### src/sv/bbl_pkg.sv
`default_nettype none
package bbl_pkg;

  // Table geometry.
  localparam int ENTRIES  = 64;
  localparam int IDX_W    = $clog2(ENTRIES);
  localparam int CNT_W    = $clog2(ENTRIES + 1);
  localparam int KEY_BITS = 64;
  localparam int KEY_W    = 64;
  localparam int SIZE_W   = 17;

  localparam logic [KEY_W-1:0] KEY_MASK =
    (KEY_BITS >= KEY_W) ? {KEY_W{1'b1}} : ((KEY_W'(1) << KEY_BITS) - KEY_W'(1));

  localparam logic [31:0] CAP_RESET = 32'd1048576;

  // Request kinds.
  localparam logic [1:0] ACT_GET   = 2'd0;
  localparam logic [1:0] ACT_PUT   = 2'd1;
  localparam logic [1:0] ACT_INVAL = 2'd2;
  localparam logic [1:0] ACT_CLEAR = 2'd3;

  // Operation broadcast to every cell.
  typedef enum logic [2:0] {
    OP_NOP,
    OP_FRONT,
    OP_DROP,
    OP_INSERT,
    OP_CLEAR
  } cell_op_t;

  typedef struct packed {
    cell_op_t           op;
    logic [IDX_W-1:0]   rank;
    logic [KEY_W-1:0]   key;
    logic [7:0]         klen;
    logic [15:0]        dlen;
  } cell_cmd_t;

  // Results gathered along the chain of cells.
  typedef struct packed {
    logic               hit;
    logic [IDX_W-1:0]   hit_rank;
    logic [IDX_W-1:0]   hit_slot;
    logic [15:0]        hit_dlen;
    logic [SIZE_W-1:0]  hit_size;
    logic               old_hit;
    logic [SIZE_W-1:0]  old_size;
    logic               free_found;
    logic [IDX_W-1:0]   free_slot;
  } chain_t;

endpackage
`default_nettype wire

### src/sv/bbl_cell.sv
`default_nettype none
module bbl_cell (
  input  wire                        clk,
  input  wire                        rst_n,
  input  wire [bbl_pkg::IDX_W-1:0]   cell_idx,
  input  wire bbl_pkg::cell_cmd_t    cmd,
  input  wire bbl_pkg::chain_t       acc_in,
  output bbl_pkg::chain_t            acc_out
);

  logic                          valid_r;
  logic [bbl_pkg::KEY_W-1:0]     key_r;
  logic [7:0]                    klen_r;
  logic [15:0]                   dlen_r;
  logic [bbl_pkg::IDX_W-1:0]     rank_r;
  logic                          match;
  logic                          at_rank;
  logic                          take;
  logic [bbl_pkg::SIZE_W-1:0]    size;

  assign match   = valid_r && (key_r == cmd.key) && (klen_r == cmd.klen);
  assign at_rank = valid_r && (rank_r == cmd.rank);
  assign take    = !valid_r && !acc_in.free_found;
  assign size    = bbl_pkg::SIZE_W'(klen_r) + bbl_pkg::SIZE_W'(dlen_r);

  // Merge this slot's contribution into the running chain result.
  always_comb begin
    acc_out = acc_in;
    if (match) begin
      acc_out.hit      = 1'b1;
      acc_out.hit_rank = rank_r;
      acc_out.hit_slot = cell_idx;
      acc_out.hit_dlen = dlen_r;
      acc_out.hit_size = size;
    end
    if (at_rank) begin
      acc_out.old_hit  = 1'b1;
      acc_out.old_size = size;
    end
    if (take) begin
      acc_out.free_found = 1'b1;
      acc_out.free_slot  = cell_idx;
    end
  end

  // Valid flag is control state and is cleared by reset.
  always_ff @(posedge clk) begin
    if (!rst_n) begin
      valid_r <= 1'b0;
    end else begin
      unique case (cmd.op)
        bbl_pkg::OP_DROP:   if (at_rank) valid_r <= 1'b0;
        bbl_pkg::OP_INSERT: if (take) valid_r <= 1'b1;
        bbl_pkg::OP_CLEAR:  valid_r <= 1'b0;
        default:            valid_r <= valid_r;
      endcase
    end
  end

  // Entry payload and recency rank.
  always_ff @(posedge clk) begin
    unique case (cmd.op)
      bbl_pkg::OP_FRONT: begin
        if (at_rank) rank_r <= '0;
        else if (valid_r && rank_r < cmd.rank) rank_r <= rank_r + 1'b1;
      end
      bbl_pkg::OP_DROP: begin
        if (valid_r && rank_r > cmd.rank) rank_r <= rank_r - 1'b1;
      end
      bbl_pkg::OP_INSERT: begin
        if (take) begin
          key_r  <= cmd.key;
          klen_r <= cmd.klen;
          dlen_r <= cmd.dlen;
          rank_r <= '0;
        end else if (valid_r) begin
          rank_r <= rank_r + 1'b1;
        end
      end
      default: rank_r <= rank_r;
    endcase
  end

endmodule
`default_nettype wire

### config.mk
export PLATFORM = sky130hd
export DESIGN_NAME = bbl_cell
export DESIGN_NICKNAME = d
export VERILOG_FILES = /design/src/sv/bbl_pkg.sv /design/src/sv/bbl_cell.sv
export SDC_FILE = /design/constraint.sdc
export NUM_CORES = 1
export LEC_CHECK = 0
export ABC_AREA = 1
export ABC_CLOCK_PERIOD_IN_PS = 3700
export BUFFER_PORTS_ARGS = -buffer_cell sky130_fd_sc_hd__buf_2
export CAP_MARGIN = 20
export CORE_AREA = 2 2 117 119
export DETAILED_ROUTE_END_ITERATION = 8
export DIE_AREA = 0 0 119 121
export PLACE_DENSITY = 0.9
export SLEW_MARGIN = 40
export SYNTH_ARGS = -nofsm -noshare
export SYNTH_HDL_FRONTEND = slang
export SYNTH_SLANG_ARGS = --single-unit
### constraint.sdc
create_clock -name clk -period 3.7 [get_ports clk]
set_input_delay 0.185 -clock clk [delete_from_list [all_inputs] [get_ports clk]]
set_output_delay 0.185 -clock clk [all_outputs]
set_load 0.01 [all_outputs]
==> metrics.txt <==
initial core utilization=49.00%; compound-cell area share of the yosys netlist=3.298%; clock share of power=36.9%; # DRC=0; multi-input logic area=2927 um^2; Hold Vio Cnt, Final=0; Sw Pwr=0.6343 mW; Logic pwr share=14.7%; Final TNS setup=0 ps; HPWL after detailed placement=13460 um; outcome=finished clean; worst min-delay path class=in2reg; Synth Area in Adders=3.435%; via count=6275; Final nets=1306; slowest stage cell, crit path=clkinv_1; worst slack at placement=1085 ps; post-synthesis average cell area=7.361 um^2; PortBufs=246; Net Sw Frac=24.93%; critical path class=reg2out; largest family of logic cells by synthesized area=simple AND/OR/NAND/NOR gates; WHS Path Cells=1; clock root buffer=clkbuf_16; Cells after Synth=871; routed len/inst=13.34 um; vias per cell=4.838; global route total overflow=0; Flop pwr share=48.3%; initial antenna violation count=4; Seq/Total Area, Yosys=44.34%; io pins=247; final setup margin=698.3 ps; Data arrival, critical path=2820 ps; syn_nets=1064; Synth Area in XOR/XNOR=3.415%; Die Y=121 um; P&R area growth vs syn=26.35%; multiplexer share of the synthesized area=1.054%; Sink Count=95; Core ar.=13090 um^2; critical path startpoint=rank_r[4]; first-pass GRT wire length=26880 um; unrepaired setup endpoints after global routing=false; fillcell total=1124; Final Max Slew Viols=0; Detailed Route WL=17310 um; CTS tree=built; Final setup viols=0; synth warn=0; first drt pass iteration count=4; overall power=2.544 mW; largest net degree at the start of global routing=56; CTS max path bufs=2; Final Cycle Share=81.13%; Synth Register Bits=95; min-delay src=cmd[2]; nature of the critical path startpoint=flip-flop; actual slew at the worst max-slew pin=628.0 ps; reg2reg path depth=9; r2r startpoint=rank_r[4]; Req. time, crit path=3510 ps; layout cell share with drive strength beyond 1=25.22%; peak supply drop=0.0002910 V; critical-path maximum fanout=19; starting DRC count in detailed routing=355; most area-consuming cells after synthesis=edfxtp_1 44%, nand2_1 22%, inv_1 8.0%, nand4_1 4.6%, nor2_1 4.2%; crit end category=output port; number of global-route vias before repair=5831; max cap viols=0; Reg clk slew, reported paths=70 ps; simple-gate area share of the yosys netlist=34.37%; Layout Skew=5.144 ps; P per Cell Area=314.1 nW/um^2; # rows=42; Crit path largest cell delay=550 ps; Total GRT Usage=23.36%; leakage power=4.323 nW; crit path cell chain=ha_1 -> nand2_1 -> nor2_1 -> nand3_2 -> clkinv_1 -> or2_2 -> buf_2; synthesized cell area=6411 um^2; Worst slew margin=57.98%; cell-internal power=1.910 mW; library cells used by synthesis=35; ANT nets after route=0; GPL Wtd Cong=0.9008; H-tree levels=3; Die ar.=14400 um^2; fmax=333.1 MHz; Synth area leader=edfxtp_1; fin crit period=3002 ps; CTS Buf Count=9; Post-CTS Resized=0; Sequential Area=2843 um^2; clk_lat worst skew=340 ps; DIE WIDTH=119 um; Synth top area share=44.03%
==> critical path: cells and delay by family (launching register included) <==
family | cells | cell delay, ps
adders and majority gates | 1 | 320
buffers and inverters | 2 | 690
DFF | 1 | 510
and+or+nand+nor | 4 | 960
==> state kept, by name, indices dropped and copies added, names as in the netlist <==
signal	cells
key_r	64
dlen_r	16
klen_r	8
rank_r	6
valid_r	1
==> final timing paths <==
check                           slack, ps     endpoint
worst min-delay path                   10    dlen_r[2]
worst max register to register       1040    rank_r[1]
worst max-delay path                  700  acc_out[24]
worst min register to register        620      valid_r
==> layout by cell type (no fill, tap or decap), types with 2 or more instances in the layout <==
master and count:
a21oi_1 7, and2_1 2, buf_2 246, buf_4 3, clkbuf_16 9, clkinv_1 3
diode_2 3, edfxtp_1 94, ha_1 16, inv_1 136, inv_6 2, mux2_2 6
nand2_1 370, nand3_1 21, nand4_1 47, nor2_1 72, nor2_4 2, nor3_1 6
o211ai_1 2, o21ai_0 13, o21ai_1 15, or2_2 4, xnor2_1 14, xor2_1 11
==> power by group through the flow <==
stage               registers (mW)  clock network (mW)  logic (mW)
floorplan                     1.25                   0       0.190
global placement              1.25                   0       0.363
detailed placement            1.25                   0       0.372
CTS                           1.23               0.954       0.375
global route                  1.23               0.998       0.421
finish                        1.23               0.940       0.375
==> cells in the mapped netlist, drive strengths merged <==
| master | n |
|---|---|
| o22ai | 1 |
| mux2 | 6 |
| o211ai | 2 |
| nand3 | 23 |
| clkbuf | 2 |
| a21oi | 7 |
| clkinv | 1 |
| ha | 16 |
| nand2 | 371 |
| edfxtp | 94 |
| xnor2 | 14 |
| nand4 | 47 |
| inv | 138 |
| a21boi | 1 |
| xor2 | 11 |
| nor3 | 6 |
| o21ai | 28 |
| and2 | 2 |
| o21a | 1 |
| nor2 | 75 |
| buf | 18 |
| dfxtp | 1 |
| fa | 1 |
| or2 | 5 |
==> layout make-up <==
cell class | count | area share, %
clock inverter | 7 | 0.8804
tap | 176 | 2.719
antenna | 3 | 0.09268
sequential | 95 | 35.09
clock buffer | 9 | 2.780
inverter | 139 | 6.457
timing repair buffer | 251 | 15.85
multi-input combinational | 617 | 36.13
==> timing repair <==
action                    4_1_cts  5_1_grt
buffers inserted                0        0
hold endpoints to repair        0        1
hold buffers                    0        1
==> per-stage QoR <==
| step | instances | utilization [%] | hold slack [ps] | cell area [um^2] |
|---|---|---|---|---|
| 6_report | 1297 | 61.90 | 14.14 | 8100 |
| 5_1_grt | 1295 | 61.87 | 4.912 | 8095 |
| 4_1_cts | 1293 | 61.77 | 5.925 | 8083 |
| 3_5_place_dp | 1277 | 59.50 | 363.4 | 7786 |
| 3_3_place_gp | 1277 | 59.50 | 362.8 | 7786 |
| 2_1_floorplan | 871 | - | 283.9 | 6411 |
==> cell families (layout without fill, tap and decap cells) <==
kind of cell / count (synthesis) / count (layout)
fa+ha+maj: 17 / 17
xor+xnor: 25 / 25
compound gates: 40 / 40
buf+inv: 159 / 406
other cells: 0 / 3
mux: 6 / 6
flops: 95 / 95
simple gates: 529 / 529
==> metal layers <==
layer	GRT usage [%]	wire length [um]
met1	27.91	7276
met2	41.81	8591
met3	5.592	1233
met4	6.920	195
met5	0	11
Note: power is estimated with default switching activity, not from simulation.
